--- src/hw/rtl/line_rasterizer_slope_intercept_macros.svh ---
// assertion macros for the line rasterizer
// used by the modules that carry concurrent checks; expects clk and rst_n in scope
`ifndef LINE_RASTERIZER_SLOPE_INTERCEPT_MACROS_SVH
`define LINE_RASTERIZER_SLOPE_INTERCEPT_MACROS_SVH

// same-cycle implication
`define LRSI_ASSERT_NOW(label, ante, cons) \
    label: assert property (@(posedge clk) disable iff (!rst_n) (ante) |-> (cons)) \
        else $error("lrsi check failed");

// next-cycle implication
`define LRSI_ASSERT_NEXT(label, ante, cons) \
    label: assert property (@(posedge clk) disable iff (!rst_n) (ante) |=> (cons)) \
        else $error("lrsi check failed");

`endif

--- src/hw/rtl/lrsi_pkg.sv ---
// shared constants, widths and controller/datapath interface types
// no dependencies
package lrsi_pkg;

    localparam int COORD_BITS = 11;
    localparam int FRAC_BITS  = 8;
    localparam int OUT_W      = COORD_BITS + FRAC_BITS;
    localparam int DIFF_W     = COORD_BITS + 1;
    localparam int NUM_W      = COORD_BITS + FRAC_BITS + 1;
    localparam int QUO_W      = FRAC_BITS + 1;
    localparam int RAT_W      = FRAC_BITS + 2;
    localparam int PROD_W     = DIFF_W + RAT_W;
    localparam int SUM_W      = PROD_W + 1;
    localparam int CNT_W      = $clog2(FRAC_BITS + 1);
    localparam int REG_IDX_W  = 2;
    localparam int S_TDATA_W  = 8;
    localparam int M_TDATA_W  = ((2 * OUT_W + 7) / 8) * 8;

    localparam logic [REG_IDX_W-1:0] REG_START_X = 2'd0;
    localparam logic [REG_IDX_W-1:0] REG_START_Y = 2'd1;
    localparam logic [REG_IDX_W-1:0] REG_END_X   = 2'd2;
    localparam logic [REG_IDX_W-1:0] REG_END_Y   = 2'd3;

    typedef struct packed {
        logic latch;
        logic div_step;
        logic div_last;
        logic load_first;
        logic load_second;
        logic load_sweep;
        logic advance;
    } lrsi_cmd_t;

    typedef struct packed {
        logic sweep_end;
    } lrsi_stat_t;

endpackage

--- src/hw/rtl/line_rasterizer_slope_intercept.sv ---
// line rasterizer, slope-intercept form: top level
// depends on lrsi_pkg, lrsi_ctrl and lrsi_dp
//
// usage:
// - endpoints are written through cfg_we/cfg_index/cfg_data (0 start_x, 1 start_y,
//   2 end_x, 3 end_y), signed integer pixels, while the block is idle
// - an input item with restart=1 latches the line and starts the slope ratio
//   division; it yields no point. the divider is restoring, one quotient bit per
//   cycle, and s_tready is low while it runs
// - each input item with restart=0 then yields one point item on the master side:
//   start endpoint, end endpoint, then one point per major-axis step; m_tlast
//   marks the final point, later items yield nothing
// - m_tvalid rises in the cycle after input accept; one item per cycle after the
//   divider finishes while the receiver takes them, with a single multiply-add stage
// - a stalled receiver holds the output register and s_tready drops until it
//   is taken, so nothing is lost or repeated
// - after reset: endpoints zero, no line active, output empty
module line_rasterizer_slope_intercept
    import lrsi_pkg::*;
(
    input  logic                  clk,
    input  logic                  rst_n,
    input  logic                  cfg_we,
    input  logic [REG_IDX_W-1:0]  cfg_index,
    input  logic [COORD_BITS-1:0] cfg_data,
    input  logic                  s_tvalid,
    output logic                  s_tready,
    input  logic [S_TDATA_W-1:0]  s_tdata,   // restart, zero fill
    output logic                  m_tvalid,
    input  logic                  m_tready,
    output logic [M_TDATA_W-1:0]  m_tdata,   // point_x, point_y, zero fill
    output logic                  m_tlast    // last_point
);

    lrsi_cmd_t        cmd;
    lrsi_stat_t       stat;
    logic [OUT_W-1:0] point_x, point_y;

    lrsi_ctrl u_ctrl (
        .clk       (clk),
        .rst_n     (rst_n),
        .in_valid  (s_tvalid),
        .in_ready  (s_tready),
        .restart   (s_tdata[0]),
        .out_valid (m_tvalid),
        .out_ready (m_tready),
        .stat      (stat),
        .cmd       (cmd)
    );

    lrsi_dp u_dp (
        .clk        (clk),
        .rst_n      (rst_n),
        .cfg_we     (cfg_we),
        .cfg_index  (cfg_index),
        .cfg_data   (cfg_data),
        .cmd        (cmd),
        .stat       (stat),
        .point_x    (point_x),
        .point_y    (point_y),
        .last_point (m_tlast)
    );

    assign m_tdata = M_TDATA_W'({point_y, point_x});

endmodule

--- src/hw/rtl/lrsi_ctrl.sv ---
// controller: line phase state machine, divider step counter, output valid
// depends on lrsi_pkg and the assertion macro header
`include "line_rasterizer_slope_intercept_macros.svh"

module lrsi_ctrl
    import lrsi_pkg::*;
(
    input  logic       clk,
    input  logic       rst_n,
    input  logic       in_valid,
    output logic       in_ready,
    input  logic       restart,
    output logic       out_valid,
    input  logic       out_ready,
    input  lrsi_stat_t stat,
    output lrsi_cmd_t  cmd
);

    localparam logic [2:0] ST_DONE   = 3'd0;
    localparam logic [2:0] ST_DIV    = 3'd1;
    localparam logic [2:0] ST_FIRST  = 3'd2;
    localparam logic [2:0] ST_SECOND = 3'd3;
    localparam logic [2:0] ST_SWEEP  = 3'd4;

    logic [2:0]       state_reg, state_next;
    logic [CNT_W-1:0] cnt_reg, cnt_next;
    logic             valid_reg, valid_next;
    logic             accept, tick, emit;

    assign in_ready = (state_reg != ST_DIV) && (!valid_reg || out_ready);
    assign accept   = in_valid && in_ready;
    assign tick     = accept && !restart;

    always_comb
    begin
        cmd             = '0;
        cmd.latch       = accept && restart;
        cmd.div_step    = (state_reg == ST_DIV);
        cmd.div_last    = (state_reg == ST_DIV) && (cnt_reg == '0);
        cmd.load_first  = tick && (state_reg == ST_FIRST);
        cmd.load_second = tick && (state_reg == ST_SECOND);
        cmd.load_sweep  = tick && (state_reg == ST_SWEEP);
        cmd.advance     = cmd.load_sweep && !stat.sweep_end;
    end

    assign emit       = cmd.load_first || cmd.load_second || cmd.load_sweep;
    assign valid_next = emit || (valid_reg && !out_ready);
    assign out_valid  = valid_reg;

    always_comb
    begin
        state_next = state_reg;
        cnt_next   = cnt_reg;
        priority if (accept && restart)
        begin
            state_next = ST_DIV;
            cnt_next   = CNT_W'(FRAC_BITS);
        end
        else
        begin
            unique case (state_reg)
                ST_DIV:
                begin
                    cnt_next = cnt_reg - 1'b1;
                    if (cnt_reg == '0)
                    begin
                        state_next = ST_FIRST;
                    end
                end
                ST_FIRST:
                begin
                    if (tick)
                    begin
                        state_next = ST_SECOND;
                    end
                end
                ST_SECOND:
                begin
                    if (tick)
                    begin
                        state_next = ST_SWEEP;
                    end
                end
                ST_SWEEP:
                begin
                    if (tick && stat.sweep_end)
                    begin
                        state_next = ST_DONE;
                    end
                end
                default:
                begin
                    state_next = ST_DONE;
                end
            endcase
        end
    end

    always_ff @(posedge clk or negedge rst_n)
    begin
        if (!rst_n)
        begin
            state_reg <= ST_DONE;
            cnt_reg   <= '0;
            valid_reg <= 1'b0;
        end
        else
        begin
            state_reg <= state_next;
            cnt_reg   <= cnt_next;
            valid_reg <= valid_next;
        end
    end

    `LRSI_ASSERT_NOW(a_div_blocks_input, state_reg == ST_DIV, !in_ready)
    `LRSI_ASSERT_NEXT(a_restart_divides, accept && restart, state_reg == ST_DIV)
    `LRSI_ASSERT_NEXT(a_emit_shows_item, emit, valid_reg)
    `LRSI_ASSERT_NOW(a_stall_holds_payload, valid_reg && !out_ready, !emit)

endmodule

--- src/hw/rtl/lrsi_dp.sv ---
// datapath: endpoint registers, line setup, restoring ratio divider,
// sweep point multiply-add with saturation, output payload registers
// depends on lrsi_pkg
module lrsi_dp
    import lrsi_pkg::*;
(
    input  logic                 clk,
    input  logic                 rst_n,
    input  logic                 cfg_we,
    input  logic [REG_IDX_W-1:0] cfg_index,
    input  logic [COORD_BITS-1:0] cfg_data,
    input  lrsi_cmd_t            cmd,
    output lrsi_stat_t           stat,
    output logic [OUT_W-1:0]     point_x,
    output logic [OUT_W-1:0]     point_y,
    output logic                 last_point
);

    logic signed [COORD_BITS-1:0] sx_reg, sy_reg, ex_reg, ey_reg;
    logic signed [COORD_BITS-1:0] idx_reg, idx_next, end_reg;
    logic signed [RAT_W-1:0]      ratio_reg;
    logic                         steep_reg;
    logic                         neg_reg, zero_reg;
    logic [NUM_W-1:0]             rem_reg, dvs_reg;
    logic [QUO_W-1:0]             quo_reg, quo_next;
    logic [OUT_W-1:0]             px_reg, py_reg;
    logic                         last_reg;

    // line setup
    logic signed [DIFF_W-1:0]     dx, dy, dmaj, dmin;
    logic [DIFF_W-1:0]            adx, ady, amaj_w, amin_w;
    logic [COORD_BITS-1:0]        amaj, amin;
    logic                         steep;
    logic signed [COORD_BITS-1:0] a_maj, b_maj;
    logic [NUM_W-1:0]             num;

    // divider step
    logic                         fits;
    logic [NUM_W-1:0]             rem_next;
    logic signed [RAT_W-1:0]      ratio_next;

    // sweep point
    logic signed [COORD_BITS-1:0] base_maj, base_min;
    logic signed [DIFF_W-1:0]     rel;
    logic signed [PROD_W-1:0]     prod;
    logic signed [SUM_W-1:0]      sum;
    logic [OUT_W-1:0]             mnr_sat, maj_fx;
    logic                         in_range;

    always_comb
    begin
        dx     = DIFF_W'(ex_reg) - DIFF_W'(sx_reg);
        dy     = DIFF_W'(ey_reg) - DIFF_W'(sy_reg);
        adx    = dx[DIFF_W-1] ? -dx : dx;
        ady    = dy[DIFF_W-1] ? -dy : dy;
        steep  = ady > adx;
        dmaj   = steep ? dy : dx;
        dmin   = steep ? dx : dy;
        a_maj  = steep ? sy_reg : sx_reg;
        b_maj  = steep ? ey_reg : ex_reg;
        amaj_w = dmaj[DIFF_W-1] ? -dmaj : dmaj;
        amin_w = dmin[DIFF_W-1] ? -dmin : dmin;
        amaj   = amaj_w[COORD_BITS-1:0];
        amin   = amin_w[COORD_BITS-1:0];
        num    = NUM_W'({amin, {FRAC_BITS{1'b0}}}) + NUM_W'(amaj >> 1);
    end

    always_comb
    begin
        fits       = rem_reg >= dvs_reg;
        rem_next   = fits ? (rem_reg - dvs_reg) : rem_reg;
        quo_next   = {quo_reg[QUO_W-2:0], fits};
        ratio_next = neg_reg ? -$signed({1'b0, quo_next}) : $signed({1'b0, quo_next});
    end

    always_comb
    begin
        base_maj = steep_reg ? sy_reg : sx_reg;
        base_min = steep_reg ? sx_reg : sy_reg;
        rel      = DIFF_W'(idx_reg) - DIFF_W'(base_maj);
        prod     = PROD_W'(rel) * PROD_W'(ratio_reg);
        sum      = SUM_W'($signed({base_min, {FRAC_BITS{1'b0}}})) + SUM_W'(prod);
        in_range = (sum[SUM_W-1:OUT_W-1] == '0) || (sum[SUM_W-1:OUT_W-1] == '1);
        if (in_range)
        begin
            mnr_sat = sum[OUT_W-1:0];
        end
        else
        begin
            mnr_sat = {sum[SUM_W-1], {(OUT_W-1){~sum[SUM_W-1]}}};
        end
        maj_fx   = {idx_reg, {FRAC_BITS{1'b0}}};
        idx_next = idx_reg + 1'b1;
    end

    assign stat.sweep_end = idx_reg >= end_reg;

    always_ff @(posedge clk or negedge rst_n)
    begin
        if (!rst_n)
        begin
            sx_reg    <= '0;
            sy_reg    <= '0;
            ex_reg    <= '0;
            ey_reg    <= '0;
            idx_reg   <= '0;
            end_reg   <= '0;
            ratio_reg <= '0;
            steep_reg <= 1'b0;
        end
        else
        begin
            if (cfg_we)
            begin
                unique case (cfg_index)
                    REG_START_X: sx_reg <= cfg_data;
                    REG_START_Y: sy_reg <= cfg_data;
                    REG_END_X:   ex_reg <= cfg_data;
                    REG_END_Y:   ey_reg <= cfg_data;
                    default:     sx_reg <= sx_reg;
                endcase
            end
            if (cmd.latch)
            begin
                steep_reg <= steep;
                idx_reg   <= (a_maj < b_maj) ? a_maj : b_maj;
                end_reg   <= (a_maj < b_maj) ? b_maj : a_maj;
            end
            else if (cmd.advance)
            begin
                idx_reg <= idx_next;
            end
            if (cmd.div_last)
            begin
                ratio_reg <= zero_reg ? '0 : ratio_next;
            end
        end
    end

    always_ff @(posedge clk)
    begin
        if (cmd.latch)
        begin
            rem_reg  <= num;
            dvs_reg  <= NUM_W'({amaj, {FRAC_BITS{1'b0}}});
            quo_reg  <= '0;
            neg_reg  <= dmin[DIFF_W-1] ^ dmaj[DIFF_W-1];
            zero_reg <= (amaj == '0);
        end
        else if (cmd.div_step)
        begin
            rem_reg <= rem_next;
            dvs_reg <= dvs_reg >> 1;
            quo_reg <= quo_next;
        end
        if (cmd.load_first)
        begin
            px_reg   <= {sx_reg, {FRAC_BITS{1'b0}}};
            py_reg   <= {sy_reg, {FRAC_BITS{1'b0}}};
            last_reg <= 1'b0;
        end
        else if (cmd.load_second)
        begin
            px_reg   <= {ex_reg, {FRAC_BITS{1'b0}}};
            py_reg   <= {ey_reg, {FRAC_BITS{1'b0}}};
            last_reg <= 1'b0;
        end
        else if (cmd.load_sweep)
        begin
            px_reg   <= steep_reg ? mnr_sat : maj_fx;
            py_reg   <= steep_reg ? maj_fx : mnr_sat;
            last_reg <= stat.sweep_end;
        end
    end

    assign point_x    = px_reg;
    assign point_y    = py_reg;
    assign last_point = last_reg;

endmodule

--- config.mk ---
export PLATFORM = sky130hd
export DESIGN_NAME = line_rasterizer_slope_intercept
export DESIGN_NICKNAME = d
export VERILOG_FILES = /design/src/hw/rtl/lrsi_pkg.sv /design/src/hw/rtl/line_rasterizer_slope_intercept.sv /design/src/hw/rtl/lrsi_ctrl.sv /design/src/hw/rtl/lrsi_dp.sv
export VERILOG_INCLUDE_DIRS = /design/src /design/src/hw/rtl
export SDC_FILE = /design/constraint.sdc
export NUM_CORES = 1
export LEC_CHECK = 0
export ABC_AREA = 1
export BUFFER_PORTS_ARGS = -buffer_cell sky130_fd_sc_hd__buf_4
export CAP_MARGIN = 20
export CORE_AREA = 2 2 223 225
export CTS_BUF_LIST = sky130_fd_sc_hd__clkbuf_2 sky130_fd_sc_hd__clkbuf_4 sky130_fd_sc_hd__clkbuf_8
export DETAILED_ROUTE_END_ITERATION = 10
export DIE_AREA = 0 0 225 227
export PLACE_DENSITY = 0.57
export REMOVE_ABC_BUFFERS = 1
export SLEW_MARGIN = 20
export SYNTH_ARGS = -nofsm -noshare
export SYNTH_HDL_FRONTEND = slang
export SYNTH_SLANG_ARGS = --single-unit
--- constraint.sdc ---
create_clock -name clk -period 7.75 [get_ports clk]
set_input_delay 0.775 -clock clk [delete_from_list [all_inputs] [get_ports clk]]
set_output_delay 0.775 -clock clk [all_outputs]
set_load 0.03 [all_outputs]
==> results.txt <==
- Combined buffer and inverter count along the critical path: 8
- After detailed routing, the number of remaining DRC violations is 0.
* Cell count after synthesis: 2534
- 69 I/O pins were placed.
- Maximum clock path buffer count: 2
* Outcome: complete, no violations
- Clock period minus worst slack: 7680 ps
- Clock tree synthesis selected as its root buffer the cell sky130_fd_sc_hd__clkbuf_8.
- Mapped Area: ~18000 um^2
- The first global-routing pass estimated 90000 um of wire.
* Total Wirelength: 57200 um
- Placed wire-length estimate after detailed placement: 46000 um
* Maximum number of pins on one net before global-route repair: 66
- TritonCTS built the clock tree.
* Number of levels in the clock H-tree: 4
* Layout cells sized above 1: 0.184
* Kind of critical path: flip-flop to flip-flop
- Across the routed clock network, the largest skew measured is 16.6 ps.
* Hold buffer count at cts: 0
- Vias after detailed routing: 17.1k
- Aggregate global-route resource usage: 0.227
* ANT nets after route: 0
- Number of different library cells in the post-synthesis netlist: 61
* Number of synthesis warnings: 0
- STA classifies the critical path endpoint as a flip-flop.
* Final slew viol count: 0
* Post-synth EDFFs: 55
- Number of antenna violations at the first check in global routing: 0
- The die covers 51100 um^2.
- The register with the most flip-flops in the layout has 20 of them.
- Layout net count: 3017
- Max capacitance violation total: 0
* Area of the core: 48500 um^2
- Among the stages of the critical path, the cell type that occurs most often is sky130_fd_sc_hd__inv_2.
- At the pin with the least slew margin, the transition time is roughly 1200 ps.
* I/O Buffers: between 50 and 60
- After clock tree synthesis, the clock-pin slew on the worst setup and hold paths is roughly 100 ps.
* Crit-path leading delay family: adder cells
- The area growth from synthesis to layout is 20.0%.
- Top FF cell, synth: sky130_fd_sc_hd__dfrtp_1
- The clock reaches the later pin of the worst-skew pair after 520 ps.
- After floorplanning, the core was divided into 81 placement rows.
- Delay of the slowest critical-path stage: 570 ps
- Count of non-filler cells in the finished layout: 3353
- Final Hold Vio Count: 0
- After synthesis, the share of flip-flops with an asynchronous set or reset is 0.491.
- CP Data Required Time: between 8000 and 9000 ps
- The slowest stage of the critical path belongs to the cell sky130_fd_sc_hd__fa_1.
* Sequential area share after synthesis: 0.241
* Chip Height: 227 um
- Relative slew slack: 0.210
- Total grt overflow: 0
* Critical path data arrival time: just under 8000 ps
* Sinks on Clock Net: 173
* Final worst-path cycle share: 0.991
- Per-cell routed wire length: ~17 um
- Via count of the first global-routing pass: approximately 17k
* Share of the synthesized area in the top cell type: 0.136
- In this run the horizontal extent of the chip is around 230 um.
- Initial detailed-routing violation count: 1239
- Unrepaired setup endpoints after global routing: true
- Filler cell count in the final layout: around 4.9k
- The path class of the tightest hold or removal check is input pin to asynchronous set/reset pin.
* CP Launch Type: flip-flop
- Placed insts: 3300
- Setup violators final: 0
* Final RePlAce weighted congestion: 0.935
* Cts bufs inserted: 17
* Pre-antenna DRT Iters: 6
- Averaged over all synthesized cells, the footprint is 7.25 um^2.
* Starting density of the core: 0.379
- In the routed layout, each cell is associated on average with a via count of 5.11.
- Fmax: 130 MHz
- Synthesis inferred 173 register bits.
- Cell type contributing the most total cell area after synthesis: sky130_fd_sc_hd__fa_1
- Cell types occupying the most area after synthesis: sky130_fd_sc_hd__fa_1, sky130_fd_sc_hd__nand2_1, sky130_fd_sc_hd__dfrtp_1
* Maximum fanout along the worst path: 7
## logic make-up (layout without fill, tap and decap cells)
kind of cell / count (synthesis) / after routing / synth area share
flops: 173 / 173 / 0.241
compound gates: 440 / 440 / 0.133
other cells: 1 / 3 / 0.000204
fa+ha+maj: 274 / 274 / 0.238
simple gates: 1014 / 1015 / 0.233
mux: 1 / 1 / 0.000545
xor+xnor: 80 / 80 / 0.0381
buf+inv: 551 / 745 / 0.116
## path summary, 6_finish.rpt
path	slack, ps	from	cells past startpoint	endpoint
min in group clk	460	u_dp.point_x[4]	2	u_dp.point_x[4]
hold reg to reg	460	u_dp.point_x[4]	2	u_dp.point_x[4]
setup / recovery	70	u_dp.steep_reg	40	u_dp.point_y[9]
max in group asynchronous	6470	rst_n	2	u_dp.ratio_reg[5]
hold / removal	240	rst_n	1	u_dp.ex_reg[2]
setup reg to reg	70	u_dp.steep_reg	40	u_dp.point_y[9]
## layout by cell type, fill, tap and decap left out, types with 7 or more instances in the layout
cell type,n
sky130_fd_sc_hd__a21o_1,8
sky130_fd_sc_hd__a21oi_1,107
sky130_fd_sc_hd__a21oi_2,31
sky130_fd_sc_hd__a22oi_1,17
sky130_fd_sc_hd__buf_4,213
sky130_fd_sc_hd__buf_6,9
sky130_fd_sc_hd__clkbuf_8,17
sky130_fd_sc_hd__dfrtp_1,84
sky130_fd_sc_hd__dfxtp_1,33
sky130_fd_sc_hd__edfxtp_1,55
sky130_fd_sc_hd__fa_1,116
sky130_fd_sc_hd__fa_2,9
sky130_fd_sc_hd__ha_1,131
sky130_fd_sc_hd__ha_4,17
sky130_fd_sc_hd__inv_1,440
sky130_fd_sc_hd__inv_2,38
sky130_fd_sc_hd__nand2_1,559
sky130_fd_sc_hd__nand2_2,34
sky130_fd_sc_hd__nand2_4,11
sky130_fd_sc_hd__nand3_1,105
sky130_fd_sc_hd__nand3_2,18
sky130_fd_sc_hd__nand3b_1,15
sky130_fd_sc_hd__nand4_1,15
sky130_fd_sc_hd__nor2_1,173
sky130_fd_sc_hd__nor2_2,15
sky130_fd_sc_hd__nor2_4,12
sky130_fd_sc_hd__nor3_1,20
sky130_fd_sc_hd__nor3_2,7
sky130_fd_sc_hd__o21a_1,7
sky130_fd_sc_hd__o21ai_0,169
sky130_fd_sc_hd__o21ai_1,34
sky130_fd_sc_hd__o21ai_4,8
sky130_fd_sc_hd__o221ai_1,11
sky130_fd_sc_hd__o22ai_1,12
sky130_fd_sc_hd__xnor2_1,21
sky130_fd_sc_hd__xor2_1,57
## synthesized netlist by cell type (44+ instances only)
| library cell | instances |
|---|---|
| sky130_fd_sc_hd__inv_1 | 471 |
| sky130_fd_sc_hd__ha_1 | 149 |
| sky130_fd_sc_hd__nand3_1 | 123 |
| sky130_fd_sc_hd__dfrtp_1 | 85 |
| sky130_fd_sc_hd__nor2_1 | 188 |
| sky130_fd_sc_hd__nand2_1 | 592 |
| sky130_fd_sc_hd__clkbuf_1 | 44 |
| sky130_fd_sc_hd__fa_1 | 125 |
| sky130_fd_sc_hd__edfxtp_1 | 55 |
| sky130_fd_sc_hd__o21ai_0 | 178 |
| sky130_fd_sc_hd__a21oi_1 | 143 |
| sky130_fd_sc_hd__xor2_1 | 59 |
## worst reg2reg max path: cells and delay by family, from the launching register on
| kind | cells | cell delay (ps) |
|---|---|---|
| fa+ha+maj | 7 | 3130 |
| simple gates | 17 | 1780 |
| compound gates | 7 | 1100 |
| buf+inv | 8 | 730 |
| flops | 1 | 490 |
| xor+xnor | 1 | 210 |
## final cells by class
type / instances / area [um^2] / share of cell area
multi-input combinational: 1812 / 12800 / 0.579
sequential: 173 / 4440 / 0.201
inverter: 485 / 1830 / 0.0831
timing repair buffer: 228 / 1820 / 0.0824
tap: 622 / 778 / 0.0353
clock buffer: 17 / 234 / 0.0106
clock inverter: 15 / 174 / 0.00788
antenna: 1 / 2.50 / 0.000113
## stage by stage
| step | hold slack (ps) | worst slack [ps] | setup TNS, ps | instance area, um^2 | utilization |
|---|---|---|---|---|---|
| after detailed placement | 446 | -384 | -11910 | 20400 | 0.421 |
| final | 237 | 67.3 | 0 | 22100 | 0.455 |
| after floorplan | 440 | -180 | -3330 | 18100 | - |
| after global placement | 445 | -381 | -12000 | 20400 | 0.421 |
| after global routing | 248 | -248 | -6840 | 22100 | 0.454 |
| after CTS | 223 | 0.573 | 0 | 21200 | 0.436 |
## layer usage
metal  part of all wire  global-route usage  vias to the layer above
met1               0.47               0.322                     8174
met4              0.025              0.0690                        0
met3              0.057              0.0320                       82
met2               0.45               0.357                      478
met5                  0                   0                        -
li1                   -                   -                     8415
## timing repair
item,in CTS,in global routing
cloned,1,3
setup endpoints to repair,38,38
gates resized for setup,67,186
pin swaps,30,118
buffers inserted,4,15
Power is left out: the tool's default activity adds up to more than one toggle a clock period on the data nets, which glitch-free logic cannot reach.
